===== src/rtl/hpp_pkg.sv =====
// shared types and constants for the helix phase block
// no dependencies
`default_nettype none

package hpp_pkg;

    localparam int CfgAddrBits = 2;

    localparam logic [CfgAddrBits-1:0] CFG_CENTER_X = 2'd0;
    localparam logic [CfgAddrBits-1:0] CFG_CENTER_Y = 2'd1;
    localparam logic [CfgAddrBits-1:0] CFG_CENTER_Z = 2'd2;
    localparam logic [CfgAddrBits-1:0] CFG_PITCH    = 2'd3;

    localparam int PhaseWidth = 48;
    localparam int AccBits    = 32;
    localparam int CordicBits = 64;

    // control that moves with each word along the chain
    typedef struct packed {
        logic valid;
        logic on_axis;
        logic neg_q;
    } cell_ctl_t;

    // atan(2^-i) in turns, 2^32 per turn
    function automatic logic [AccBits-1:0] atan_turns(input logic [4:0] i);
        logic [AccBits-1:0] r;
        case (i)
            5'd0:  r = 32'h20000000;
            5'd1:  r = 32'h12E4051E;
            5'd2:  r = 32'h09FB385B;
            5'd3:  r = 32'h051111D4;
            5'd4:  r = 32'h028B0D43;
            5'd5:  r = 32'h0145D7E1;
            5'd6:  r = 32'h00A2F61E;
            5'd7:  r = 32'h00517C55;
            5'd8:  r = 32'h0028BE53;
            5'd9:  r = 32'h00145F2F;
            5'd10: r = 32'h000A2F98;
            5'd11: r = 32'h000517CC;
            5'd12: r = 32'h00028BE6;
            5'd13: r = 32'h000145F3;
            5'd14: r = 32'h0000A2FA;
            5'd15: r = 32'h0000517D;
            5'd16: r = 32'h000028BE;
            5'd17: r = 32'h0000145F;
            5'd18: r = 32'h00000A30;
            5'd19: r = 32'h00000518;
            5'd20: r = 32'h0000028C;
            5'd21: r = 32'h00000146;
            5'd22: r = 32'h000000A3;
            5'd23: r = 32'h00000051;
            5'd24: r = 32'h00000029;
            5'd25: r = 32'h00000014;
            5'd26: r = 32'h0000000A;
            5'd27: r = 32'h00000005;
            5'd28: r = 32'h00000003;
            5'd29: r = 32'h00000001;
            5'd30: r = 32'h00000001;
            default: r = 32'h00000000;
        endcase
        return r;
    endfunction

endpackage

`default_nettype wire


===== src/rtl/hpp_unwrap.sv =====
// azimuth rounding, turn unwrap from height, saturation and output register
// depends on hpp_pkg
`default_nettype none

module hpp_unwrap
    import hpp_pkg::*;
#(
    parameter int F  = 16,
    parameter int NB = 42
) (
    input  wire logic                  aclk,
    input  wire logic                  aresetn,
    input  wire logic                  en,
    input  wire logic                  pitch_nz,
    input  wire cell_ctl_t             ctl_in,
    input  wire logic [AccBits-1:0]    acc_in,
    input  wire logic [NB-1:0]         q_in,
    output logic                       out_valid,
    output logic [PhaseWidth-1:0]      out_phase,
    output logic                       out_unwrapped
);

    localparam int W  = NB + 4;
    localparam int SW = (W > PhaseWidth + 1) ? W : PhaseWidth + 1;

    localparam logic signed [W-1:0]  ONE  = W'(1) << F;
    localparam logic signed [W-1:0]  HALF = W'(1) << (F - 1);
    localparam logic signed [W-1:0]  FMSK = ONE - W'(1);
    localparam logic signed [SW-1:0] TMAX =
        {{(SW-PhaseWidth+1){1'b0}}, {(PhaseWidth-1){1'b1}}};
    localparam logic signed [SW-1:0] TMIN = ~TMAX;

    // stage a
    logic [AccBits:0]    rnd;
    logic [F:0]          araw;
    logic [F-1:0]        az;
    logic signed [W-1:0] tz, lo_next, hi_next;

    logic                va_reg, pnz_reg;
    logic [F-1:0]        az_reg;
    logic signed [W-1:0] lo_reg, hi_reg;

    always_comb begin
        rnd  = {1'b0, acc_in} + ((AccBits+1)'(1) << (31 - F));
        araw = rnd[AccBits:AccBits-F];
        // a full turn wraps to zero, as does a point on the axis
        az   = (ctl_in.on_axis || araw[F]) ? '0 : araw[F-1:0];
        tz   = ctl_in.neg_q ? -W'(q_in) : W'(q_in);
        lo_next = tz - HALF - W'(az);
        hi_next = W'(az) - tz - HALF;
    end

    always_ff @(posedge aclk) begin
        if (!aresetn) begin
            va_reg <= 1'b0;
        end else if (en) begin
            va_reg <= ctl_in.valid;
        end
    end

    always_ff @(posedge aclk) begin
        if (en) begin
            pnz_reg <= pitch_nz;
            az_reg  <= az;
            lo_reg  <= lo_next;
            hi_reg  <= hi_next;
        end
    end

    // stage b
    logic signed [W-1:0]  t;
    logic signed [SW-1:0] ts;
    logic [PhaseWidth-1:0] ph_next;

    always_comb begin
        t = W'(az_reg);
        if (pnz_reg) begin
            if (lo_reg > 0) begin
                t = W'(az_reg) + ((lo_reg + FMSK) & ~FMSK);
            end else if (hi_reg > 0) begin
                t = W'(az_reg) - ((hi_reg + FMSK) & ~FMSK);
            end
        end
        ts = SW'(t);
        if (ts > TMAX) begin
            ph_next = TMAX[PhaseWidth-1:0];
        end else if (ts < TMIN) begin
            ph_next = TMIN[PhaseWidth-1:0];
        end else begin
            ph_next = ts[PhaseWidth-1:0];
        end
    end

    logic                  ov_reg, unw_reg;
    logic [PhaseWidth-1:0] ph_reg;

    always_ff @(posedge aclk) begin
        if (!aresetn) begin
            ov_reg <= 1'b0;
        end else if (en) begin
            ov_reg <= va_reg;
        end
    end

    always_ff @(posedge aclk) begin
        if (en) begin
            ph_reg  <= ph_next;
            unw_reg <= pnz_reg;
        end
    end

    assign out_valid     = ov_reg;
    assign out_phase     = ph_reg;
    assign out_unwrapped = unw_reg;

endmodule

`default_nettype wire


===== config.mk =====
export PLATFORM = sky130hd
export DESIGN_NAME = hpp_unwrap
export DESIGN_NICKNAME = d
export VERILOG_FILES = /design/src/rtl/hpp_pkg.sv /design/src/rtl/hpp_unwrap.sv
export SDC_FILE = /design/constraint.sdc
export NUM_CORES = 1
export LEC_CHECK = 0
export ABC_AREA = 0
export ABC_CLOCK_PERIOD_IN_PS = 7200
export BUFFER_PORTS_ARGS = -buffer_cell sky130_fd_sc_hd__buf_4
export CAP_MARGIN = 25
export CORE_ASPECT_RATIO = 1.5
export CORE_MARGIN = 2
export CORE_UTILIZATION = 50
export DETAILED_ROUTE_END_ITERATION = 12
export GPL_ROUTABILITY_DRIVEN = 1
export PLACE_DENSITY = 0.78
export SETUP_SLACK_MARGIN = 0.15
export SYNTH_ARGS = -nofsm -noshare
export SYNTH_HDL_FRONTEND = slang
export SYNTH_SLANG_ARGS = --single-unit

===== constraint.sdc =====
create_clock -name aclk -period 7.2 [get_ports aclk]
set_clock_uncertainty 0.2 [all_clocks]
set_input_delay 1.44 -clock aclk [delete_from_list [all_inputs] [get_ports aclk]]
set_output_delay 1.44 -clock aclk [all_outputs]
set_load 0.05 [all_outputs]

; Word-level counts from Yosys, hierarchy flattened
; Index checks and enable logic that the tools add are counted.
[word_totals]
ff_bits = 160
in_bits = 81
output_inout_bits = 50
word_cells = 29
[classes]
add_sub_neg = 10
order_cmp = 4
muxes = 6
reduce_logical = 1
[ops]
columns = operator, n
row1 = 46-bit 2-to-1 mux, 4
row2 = "46-bit by 16-bit adder with 46-bit output, second input constant", 2
row3 = "46-bit by 1-bit greater-than comparator with 1-bit output, second input constant", 2
row4 = 16-bit by 46-bit subtractor with 46-bit output, 2
row5 = "46-bit by 16-bit subtractor with 46-bit output, second input constant", 2
row6 = "46-bit by 48-bit greater-than comparator with 1-bit output, second input constant", 1
row7 = "46-bit by 48-bit less-than comparator with 1-bit output, second input constant", 1
row8 = 48-bit 2-to-1 mux, 1
row9 = 16-bit by 46-bit adder with 46-bit output, 1
row10 = 42-bit negator with 46-bit output, 1
row11 = 46-bit by 16-bit subtractor with 46-bit output, 1
row12 = "32-bit by 16-bit adder with 33-bit output, second input constant", 1
row13 = 16-bit 2-to-1 mux, 1
row14 = 1-bit logical OR, 1

; Logic depth before layout (Yosys ltp)
; Gate-level depths: netlist of run 1.
[logic_depth]
ltp_word = 7
mapped_depth = 21
mapped_depth_nobuf = 21

; Worst setup path after synthesis of run 1
; No wires, ideal clock.
[synth_timing]
path_kind = input-to-reg
start = in q_in[8]
end = reg hi_reg[39], data pin
setup_time_ps = 135
t_arrival_ps = 5792
required_ps = 6865
slack_ps = 1073
cell_stages = 18
n_path_buf = 1
cell_sequence = or4_4 -> or3_4 -> nor2_1 -> nand2_1 -> or3_1 -> clkbuf_1 -> o21ai_0 -> xor2_1 -> inv_1 -> ha_1 -> a21o_1 -> a21o_1 -> a211oi_1 -> o2111ai_1 -> nand3_1 -> a21oi_1 -> or4b_2 -> nand3_1
[synth_between]
elab_chain_cells = 4
[synth_rtl]
columns = item, line
row1 = "start, declared", hpp_unwrap.sv:17  ; input wire logic [NB-1:0] q_in,
row2 = 42-bit negator with 46-bit output, hpp_unwrap.sv:48  ; tz = ctl_in.neg_q ? -W'(q_in) : W'(q_in);
row3 = 46-bit 2-to-1 mux *, hpp_unwrap.sv:48
row4 = 16-bit by 46-bit subtractor with 46-bit output *, hpp_unwrap.sv:50  ; hi_next = W'(az) - tz - HALF;
row5 = 46-bit by 16-bit subtractor with 46-bit output *, hpp_unwrap.sv:50
row6 = via hi_next[39], hpp_unwrap.sv:37  ; logic signed [W-1:0] tz, lo_next, hi_next;
row7 = "end signal, assigned", hpp_unwrap.sv:66  ; hi_reg <= hi_next;
row8 = "end, declared", hpp_unwrap.sv:41  ; logic signed [W-1:0] lo_reg, hi_reg;
; Mark *: on every way through the listed nets, which the timed path passes. The rest lies on a longest branch.
; A chain may end at the register's enable or synchronous reset.

; Final worst setup path of run 1
[layout_timing]
start = in q_in[8]
end = reg hi_reg[40], data pin
; The elaborated chain is that of the path after synthesis.

==> impl_metrics.ini, run 1 <==
[status]
status = completed

[route]
vias_per_cell = 5.69
dr.first_iter.drc_count = 482
wl_per_cell_um = 17.4
routed_wl_um = 30700
via_count = 10005
drcViolationCount = 0
antenna_left = 0
drtPass1Iterations = 5

[cts]
clk_pin_slew_ns = 0.07
clock-root-buffer = clkbuf_16
cts_tree = yes
holdBufCountCts = 0
postCtsResizedCells = 0
clk_latency_ns = 0.43
cts_htree_levels = 4
cts_max_path_buffers = 2
post-cts-setup-buffers = 0
cts_buffers = 17
clkSinkCount = 158

[setup_path]
cp_max_fo = 6
worstPathRequired_ns = 7.19
ff2ff_path_depth = 9
r2r-end = out_phase[44]
critPathArrivalTime_ns = 6.24
critPathCapture = hi_reg[40]
crit_type = primary input to flop
startpoint = q_in[8]
worst_setup_path_start_kind = primary input
ff2ff_setup_slack_ns = 3.03
endpoint_kind = flop
r2r-start = lo_reg[0]

[finish]
syn2layout_area_growth_pct = 14.7
fillers = 2139
drive_gt1_frac = 0.143
regArea_um2 = 4720
largest_reg_flops = 47
fin_nets = 1624
multiInputGateArea_um2 = 7340
antenna_cells = 0

[timing]
rsz0062_at_grt = no
tightest_slew_ns = 0.904
slew_violations = 0
finalCriticalPeriod_ns = 6.26
period_share = 0.869
hold_viol = 0
worst_slack_ns = 0.941
fin_hold_ws_ns = 0.219
finalSetupTns_ns = 0
clock.fmax_mhz = 160
finalSetupViolations = 0
relSlewSlack = 0.397

[synth]
avgSynthCellArea_um2 = 9.69
ys_types = 69
synth_nets = 1507
ys_seq_area_frac = 0.375
yosysWarnings = 0
synth_area_um2 = 12600
synth_edf_count = 156
async_reset_ff_frac = 0
synth_top_area_cell = edfxtp_1
yosys.area.top_type_share = 0.372
syn_inst = 1300
synth_top_cells_by_area = edfxtp_1 37%, ha_1 12%, xnor2_1 7.5%
ys.flop_type = edfxtp_1
synth_seq_cells = 158

[pwr]
ir_drop_uv = 174
leakagePower_nw = 5.98
powerDensity_nw_per_um2 = 232

[place]
place.gp.congestion = 0.991
numPortBuffers = 115
hpwl_um = 25000
dp_slack_ns = 0.572

[floorplanning]
start_util = 0.505
pin_count = 131
rows = 71
die_x_um = 134
core_um2 = 25000
fp.dieH_um = 198
die_area_um2 = 26500

[run]
maxCapViolCount = 0

[hold_path]
hp-class = flop to flop

[grt]
grt_pass1_wl_um = 47500
grt-ovfl-total = 0
grt_max_degree = 101
grt_pass1_vias = 9666
grtUsageTotal = 0.231
antenna_found_initial = 0
[Yosys cell counts, drive strengths merged, types with 8 or more instances]
| cell | number |
|---|---|
| edfxtp | 156 |
| ha | 124 |
| xnor2 | 108 |
| inv | 100 |
| xor2 | 99 |
| nand2 | 86 |
| nor2 | 83 |
| a21oi | 60 |
| nand3 | 44 |
| o21ai | 43 |
| clkbuf | 33 |
| nand4 | 31 |
| a21o | 28 |
| nor3 | 26 |
| nor4 | 26 |
| and3 | 22 |
| o22ai | 19 |
| or2 | 18 |
| o31ai | 16 |
| o21bai | 15 |
| nand2b | 13 |
| a211oi | 11 |
| nor2b | 11 |
| and2 | 9 |
| and4 | 9 |
| or3 | 9 |
| mux2i | 8 |
[per-stage QoR]
stage	power (mW)	util	std cells	instance area (um2)
4_1_cts	3.36	0.579	1758	14500
2_1_floorplan	2.15	-	1300	12600
3_3_place_gp	2.47	0.556	1726	13900
5_1_grt	3.54	0.579	1758	14500
6_report	3.36	0.579	1758	14500
3_5_place_dp	2.50	0.556	1726	13900
[how the worst min path moves through the flow]
| stage | from | endpoint | slack, ns | cells after the start |
|---|---|---|---|---|
| floorplan | az_reg[0] | out_phase[0] | 0.27 | 1 |
| global placement | az_reg[2] | out_phase[2] | 0.20 | 0 |
| detailed placement | az_reg[10] | out_phase[10] | 0.20 | 0 |
| CTS | az_reg[10] | out_phase[10] | 0.22 | 0 |
| global route | az_reg[10] | out_phase[10] | 0.22 | 0 |
| finish | az_reg[10] | out_phase[10] | 0.22 | 0 |
[power by group]
group / total [mW] / internal (mW) / switching (mW)
Sequential: 1.34 / 1.22 / 0.120
Combinational: 1.16 / 0.470 / 0.685
Clock: 0.860 / 0.459 / 0.401
[placed cells by master, fill, tap and decap left out, types with 9 or more instances in the layout]
master     instances
a211oi_1          10
a21o_1            28
a21oi_1           60
and2_1             9
and3_1            22
and4_1             9
buf_4            135
clkbuf_16         17
edfxtp_1         156
ha_1             124
inv_1            100
nand2_1           86
nand2b_1          13
nand3_1           44
nand4_1           31
nor2_1            82
nor2b_1           11
nor3_1            26
nor4_1            26
o21ai_0           42
o21bai_1          15
o22ai_1           19
o31ai_1           14
or2_2             17
xnor2_1          108
xor2_1            97
[kinds of logic after synthesis]
family / count (synthesis) / share of synthesized area
and+or+nand+nor: 406 / 0.167
AOI/OAI and AO/OA: 257 / 0.138
xor gates and xnor gates: 207 / 0.145
DFF: 158 / 0.375
buffers and inverters: 138 / 0.0418
adders and majority gates: 126 / 0.126
muxes: 8 / 0.00636
[layer usage]
layer / vias to the layer above / GRT usage / part of all wire
li1: 4940 / - / -
met1: 4644 / 0.235 / 0.38
met2: 326 / 0.428 / 0.51
met3: 95 / 0.0395 / 0.045
met4: 0 / 0.160 / 0.066
met5: - / 0 / 0
[worst max-delay path, cell delays in order]
cell and delay (ns):
buf_4 0.12, or4_4 0.55, or3_4 0.38, or2_2 0.32, o31ai_1 0.27, xor2_1 0.45, ha_1 0.40, nor3_1 0.33
nand4_1 0.17, nor2_1 0.34, nand4_1 0.17, o22ai_1 0.19, o21ai_0 0.12, buf_4 0.18, o31ai_1 0.49, a21oi_1 0.16
xnor2_1 0.14
[area by class of cell]
class | count | share of cell area
Clock buffer | 17 | 0.0294
Clock inverter | 15 | 0.0101
Inverter | 100 | 0.0260
Multi-Input combinational cell | 1004 | 0.508
Sequential cell | 158 | 0.327
Tap cell | 328 | 0.0284
Timing Repair Buffer | 136 | 0.0709
Power figures use the tool's default switching activity.
==> run 2, diff against run 1 <==
--- a/config.mk
+++ b/config.mk
@@ -5,7 +5,6 @@
 export SDC_FILE = /design/constraint.sdc
 export NUM_CORES = 1
 export LEC_CHECK = 0
-export ABC_AREA = 0
 export ABC_CLOCK_PERIOD_IN_PS = 7200
 export BUFFER_PORTS_ARGS = -buffer_cell sky130_fd_sc_hd__buf_4
 export CAP_MARGIN = 25
@@ -14,7 +13,7 @@
 export CORE_UTILIZATION = 50
 export DETAILED_ROUTE_END_ITERATION = 12
 export GPL_ROUTABILITY_DRIVEN = 1
-export PLACE_DENSITY = 0.78
+export PLACE_DENSITY = 0.69
 export SETUP_SLACK_MARGIN = 0.15
 export SYNTH_ARGS = -nofsm -noshare
 export SYNTH_HDL_FRONTEND = slang
==> run 2 against run 1 <==
Against the previous run:
- power rose by 1.4%
- global-route usage rose by 1.0 points
- critical path depth rose by 1
- worst hold slack improved by 0.0015 ns
- via count fell by 2.1%
- core utilization rose by 0.15 points
- design area rose by 0.25%
- non-clock buffer count rose by 1
- routed wire length rose by 2.3%
- critical path type unchanged
==> impl_metrics.ini, run 2 (synthesized netlist as in run 1, its figures left out) <==
[status]
status = completed

[timing]
relSlewSlack = 0.306
rsz0062_at_grt = no
period_share = 0.882
hold_viol = 0
finalCriticalPeriod_ns = 6.35
finalSetupViolations = 0
fin_hold_ws_ns = 0.221
clock.fmax_mhz = 158
tightest_slew_ns = 1.04
slew_violations = 0
finalSetupTns_ns = 0
worst_slack_ns = 0.853

[setup_path]
cp_max_fo = 5
slowest_stage = or4b_2
worstPathRequired_ns = 7.30
cp_num_cells = 18
crit_type = primary input to flop
endpoint_kind = flop
path_delay_family = simple AND/OR/NAND/NOR gates
r2r-end = out_phase[43]
r2r-start = hi_reg[10]
cp_cell_sequence = buf_4, or4_4, or3_4, or2_2, o31a_1, xor2_1, ha_1, ha_1, a211o_1, a2111oi_0, a21oi_1, a31oi_1, o2111ai_1, buf_4, nand3_1, a21oi_1, or4b_2, nand3_1
ff2ff_setup_slack_ns = 2.97
crit_path_max_incr_delay_ns = 0.65
critPathArrivalTime_ns = 6.45
cp.buffers_inverters = 2
critPathCapture = hi_reg[39]
ff2ff_path_depth = 9
worst_setup_path_start_kind = primary input
startpoint = q_in[8]

[place]
dp_slack_ns = 0.457
place.gp.congestion = 0.929
hpwl_um = 25900
numPortBuffers = 115

[grt]
grt_max_degree = 103
antenna_found_initial = 0
grt_pass1_wl_um = 48900
grt_pass1_vias = 9693
grt-ovfl-total = 0
grtUsageTotal = 0.241

[floorplanning]
core_um2 = 25000
fp.dieH_um = 198
pin_count = 131
start_util = 0.505
rows = 71
die_area_um2 = 26500
die_x_um = 134

[finish]
layout_commonest_cell = edfxtp_1
antenna_cells = 0
largest_reg_flops = 47
drive_gt1_frac = 0.143
syn2layout_area_growth_pct = 15.0
finish.utilization = 0.580
fin_nets = 1625
layout_common_cells = 156 x edfxtp_1, 136 x buf_4, 124 x ha_1

[cts]
postCtsResizedCells = 0
cts_max_path_buffers = 2
cts_tree = yes
post-cts-setup-buffers = 0
holdBufCountCts = 0
cts_buffers = 17
clkSinkCount = 158
clk_pin_slew_ns = 0.07
cts_htree_levels = 4
clock-root-buffer = clkbuf_16
clk_latency_ns = 0.44

[hold_path]
hp-class = flop to flop
hp-start = az_reg[1]

[pwr]
leakagePower_nw = 5.99
ir_drop_uv = 190
powerDensity_nw_per_um2 = 235

[route]
via_count = 9793
dr.first_iter.drc_count = 411
vias_per_cell = 5.57
wl_per_cell_um = 17.8
drtPass1Iterations = 5
antenna_left = 0
routed_wl_um = 31400
drcViolationCount = 0

[run]
maxCapViolCount = 0
==> run 2: cell types whose count changed in the layout (fill, tap and decap cells not counted) <==
cell	delta
clkinvlp_4	+1
inv_8	+2
inv_6	-4
buf_4	+1
clkinv_4	+1
bufinv_16	+1
clkinv_2	-1
==> run 2: worst min-delay path by stage <==
stage,to,depth (start not counted)
6_report,out_phase[1],0
5_1_grt,out_phase[2],0
4_1_cts,out_phase[1],0
3_5_place_dp,out_phase[10],0
3_3_place_gp,out_phase[5],0
2_1_floorplan,out_phase[0],1
==> run 2: metrics by stage <==
step           instance area, um2  power (mW)  cells
5_1_grt                     14500        3.59   1759
2_1_floorplan               12600        2.15   1300
6_report                    14500        3.40   1759
3_3_place_gp                13900        2.49   1727
3_5_place_dp                13900        2.51   1727
4_1_cts                     14500        3.42   1759
==> run 2: worst reg2reg max path: stages (launching register included) <==
cell and delay (ns):
edfxtp_1 0.47, nor4_1 0.45, nand4_1 0.51, o21ai_0 0.69
o211ai_1 0.25, a221o_1 0.44, nor3_1 0.48, nand3b_1 0.17
xor2_1 0.19, o22ai_1 0.09
==> run 2: area by class of cell <==
cell class | instances | area (um2)
Clock inverter | 15 | 175
Inverter | 100 | 375
Sequential cell | 158 | 4720
Tap cell | 328 | 410
Timing Repair Buffer | 137 | 1030
Multi-Input combinational cell | 1004 | 7340
Clock buffer | 17 | 425
Fill cell | 2231 | 10500
==> run 2: metal layers <==
| metal | routed length [um] | up-vias | global-route usage |
|---|---|---|---|
| met1 | 11500 | 4541 | 0.239 |
| met3 | 1170 | 77 | 0.0405 |
| met4 | 1960 | 0 | 0.151 |
| met5 | 0 | - | 0 |
| met2 | 16700 | 238 | 0.462 |
| li1 | - | 4937 | - |
==> run 2: power breakdown <==
part / internal [mW] / switching (mW) / leakage [nW] / total [mW]
Combinational: 0.471 / 0.685 / 4.14 / 1.16
Clock: 0.495 / 0.407 / 0.288 / 0.902
Sequential: 1.22 / 0.122 / 1.56 / 1.34
Total: 2.19 / 1.21 / 5.99 / 3.40
==> run 3, diff against run 2 <==
--- a/config.mk
+++ b/config.mk
@@ -14,6 +14,7 @@
 export DETAILED_ROUTE_END_ITERATION = 12
 export GPL_ROUTABILITY_DRIVEN = 1
 export PLACE_DENSITY = 0.69
+export REMOVE_ABC_BUFFERS = 1
 export SETUP_SLACK_MARGIN = 0.15
 export SYNTH_ARGS = -nofsm -noshare
 export SYNTH_HDL_FRONTEND = slang
==> run 3 against run 2 <==
Against the previous run:
- global-route usage grew 0.30 points
- core utilization is essentially flat
- critical path depth is the same
- fmax grew 0.17%
- design area is essentially flat
- non-clock buffer count grew 5
- sequential cell count is the same
- sequential share of layout area is essentially flat
- routed wire length grew 0.79%
- largest cell class unchanged
- largest power group unchanged
- highest routed layer unchanged
==> impl_metrics.ini, run 3 (synthesized netlist as in run 1, its figures left out) <==
[cts]
holdBufCountCts = 0
cts_tree = yes
clk_latency_ns = 0.44
clkSinkCount = 158
postCtsResizedCells = 0
cts_htree_levels = 4
cts_buffers = 17
cts_max_path_buffers = 2
post-cts-setup-buffers = 0
clk_pin_slew_ns = 0.07
clock-root-buffer = clkbuf_16

[setup_path]
critPathArrivalTime_ns = 6.43
crit_type = primary input to flop
cp_max_fo = 5
worstPathRequired_ns = 7.30
worst_setup_path_start_kind = primary input
crit_path_max_incr_delay_ns = 0.65
cp_cell_sequence = buf_4, or4_4, or3_4, or2_2, o31a_1, xor2_1, ha_1, ha_1, a211o_1, a2111oi_0, a21oi_1, a31oi_1, o2111ai_1, buf_4, nand3_1, a21oi_1, or4b_2, nand3_1
endpoint_kind = flop
slowest_stage = or4b_2
path_delay_family = simple AND/OR/NAND/NOR gates
cp.buffers_inverters = 2

[finish]
antenna_cells = 0
regArea_um2 = 4720
syn2layout_area_growth_pct = 15.1
fin_nets = 1630
largest_reg_flops = 47
layout_commonest_cell = edfxtp_1
design_area_um2 = 14500
drive_gt1_frac = 0.143
fillers = 2217
layout_common_cells = 156 x edfxtp_1, 141 x buf_4, 124 x ha_1
multiInputGateArea_um2 = 7340

[floorplanning]
pin_count = 131
core_um2 = 25000
die_x_um = 134
fp.dieH_um = 198
rows = 71
start_util = 0.505
die_area_um2 = 26500

[timing]
finalCriticalPeriod_ns = 6.34
clock.fmax_mhz = 158
hold_viol = 0
rsz0062_at_grt = no
fin_hold_ws_ns = 0.207
slew_violations = 0
tightest_slew_ns = 0.990
relSlewSlack = 0.340
period_share = 0.880
finalSetupTns_ns = 0
finalSetupViolations = 0
worst_slack_ns = 0.864

[route]
dr.first_iter.drc_count = 455
vias_per_cell = 5.59
wl_per_cell_um = 17.9
via_count = 9855
drtPass1Iterations = 7
antenna_left = 0
routed_wl_um = 31600
drcViolationCount = 0

[pwr]
leakagePower_nw = 6.00
powerDensity_nw_per_um2 = 233
power.total_mw = 3.38
ir_drop_uv = 179

[place]
dp_slack_ns = 0.456
place.gp.congestion = 0.937
numPortBuffers = 115
placed_cell_area_um2 = 13900
hpwl_um = 26200

[grt]
antenna_found_initial = 0
grtUsageTotal = 0.244
grt_pass1_wl_um = 49600
grt_max_degree = 113
grt_pass1_vias = 9985
grt-ovfl-total = 0

[hold_path]
hp-class = flop to flop

[status]
status = completed

[run]
maxCapViolCount = 0
run 3: cell types whose count changed in the layout (fill, tap and decap cells not counted), moves of 2 or more:
cell and change:
clkinv_8 -2, buf_4 +5, clkinv_1 +2, clkbuf_1 +2, inv_8 -4
run 3: final timing paths:
path,from,endpoint,slack [ns],depth (start not counted)
max,q_in[8],hi_reg[39],0.86,18
min,az_reg[11],out_phase[11],0.21,0
max reg2reg,lo_reg[0],out_phase[44],3.10,9
min reg2reg,az_reg[11],out_phase[11],0.21,0
run 3: power by group:
part / switching [mW] / leakage (nW) / internal [mW]
logic: 0.687 / 4.17 / 0.475
clock network: 0.373 / 0.269 / 0.511
registers: 0.115 / 1.56 / 1.22
run 3: worst register-to-register path, delay by kind of cell (launching register included):
family,cells,cell delay [ns]
compound gates,4,1.47
xor+xnor,1,0.12
flops,1,0.45
simple gates,4,1.57
run 3: metal layers:
metal,vias to the layer above,track usage,wire (um)
met5,-,0,0
met4,0,0.164,2110
met3,79,0.0382,1110
met2,247,0.476,17200
met1,4585,0.233,11200
li1,4944,-,-
run 3: cell type report:
type / count / area share
Multi-Input combinational cell: 1004 / 0.507
Sequential cell: 158 / 0.326
Timing Repair Buffer: 142 / 0.0738
Clock buffer: 19 / 0.0299
Tap cell: 328 / 0.0283
Inverter: 100 / 0.0259
Clock inverter: 13 / 0.00958
run 3: through the flow:
| stage | cells | util |
|---|---|---|
| finish | 1764 | 0.581 |
| global route | 1764 | 0.581 |
| CTS | 1764 | 0.581 |
| detailed placement | 1732 | 0.558 |
| global placement | 1732 | 0.558 |
| floorplan | 1262 | - |
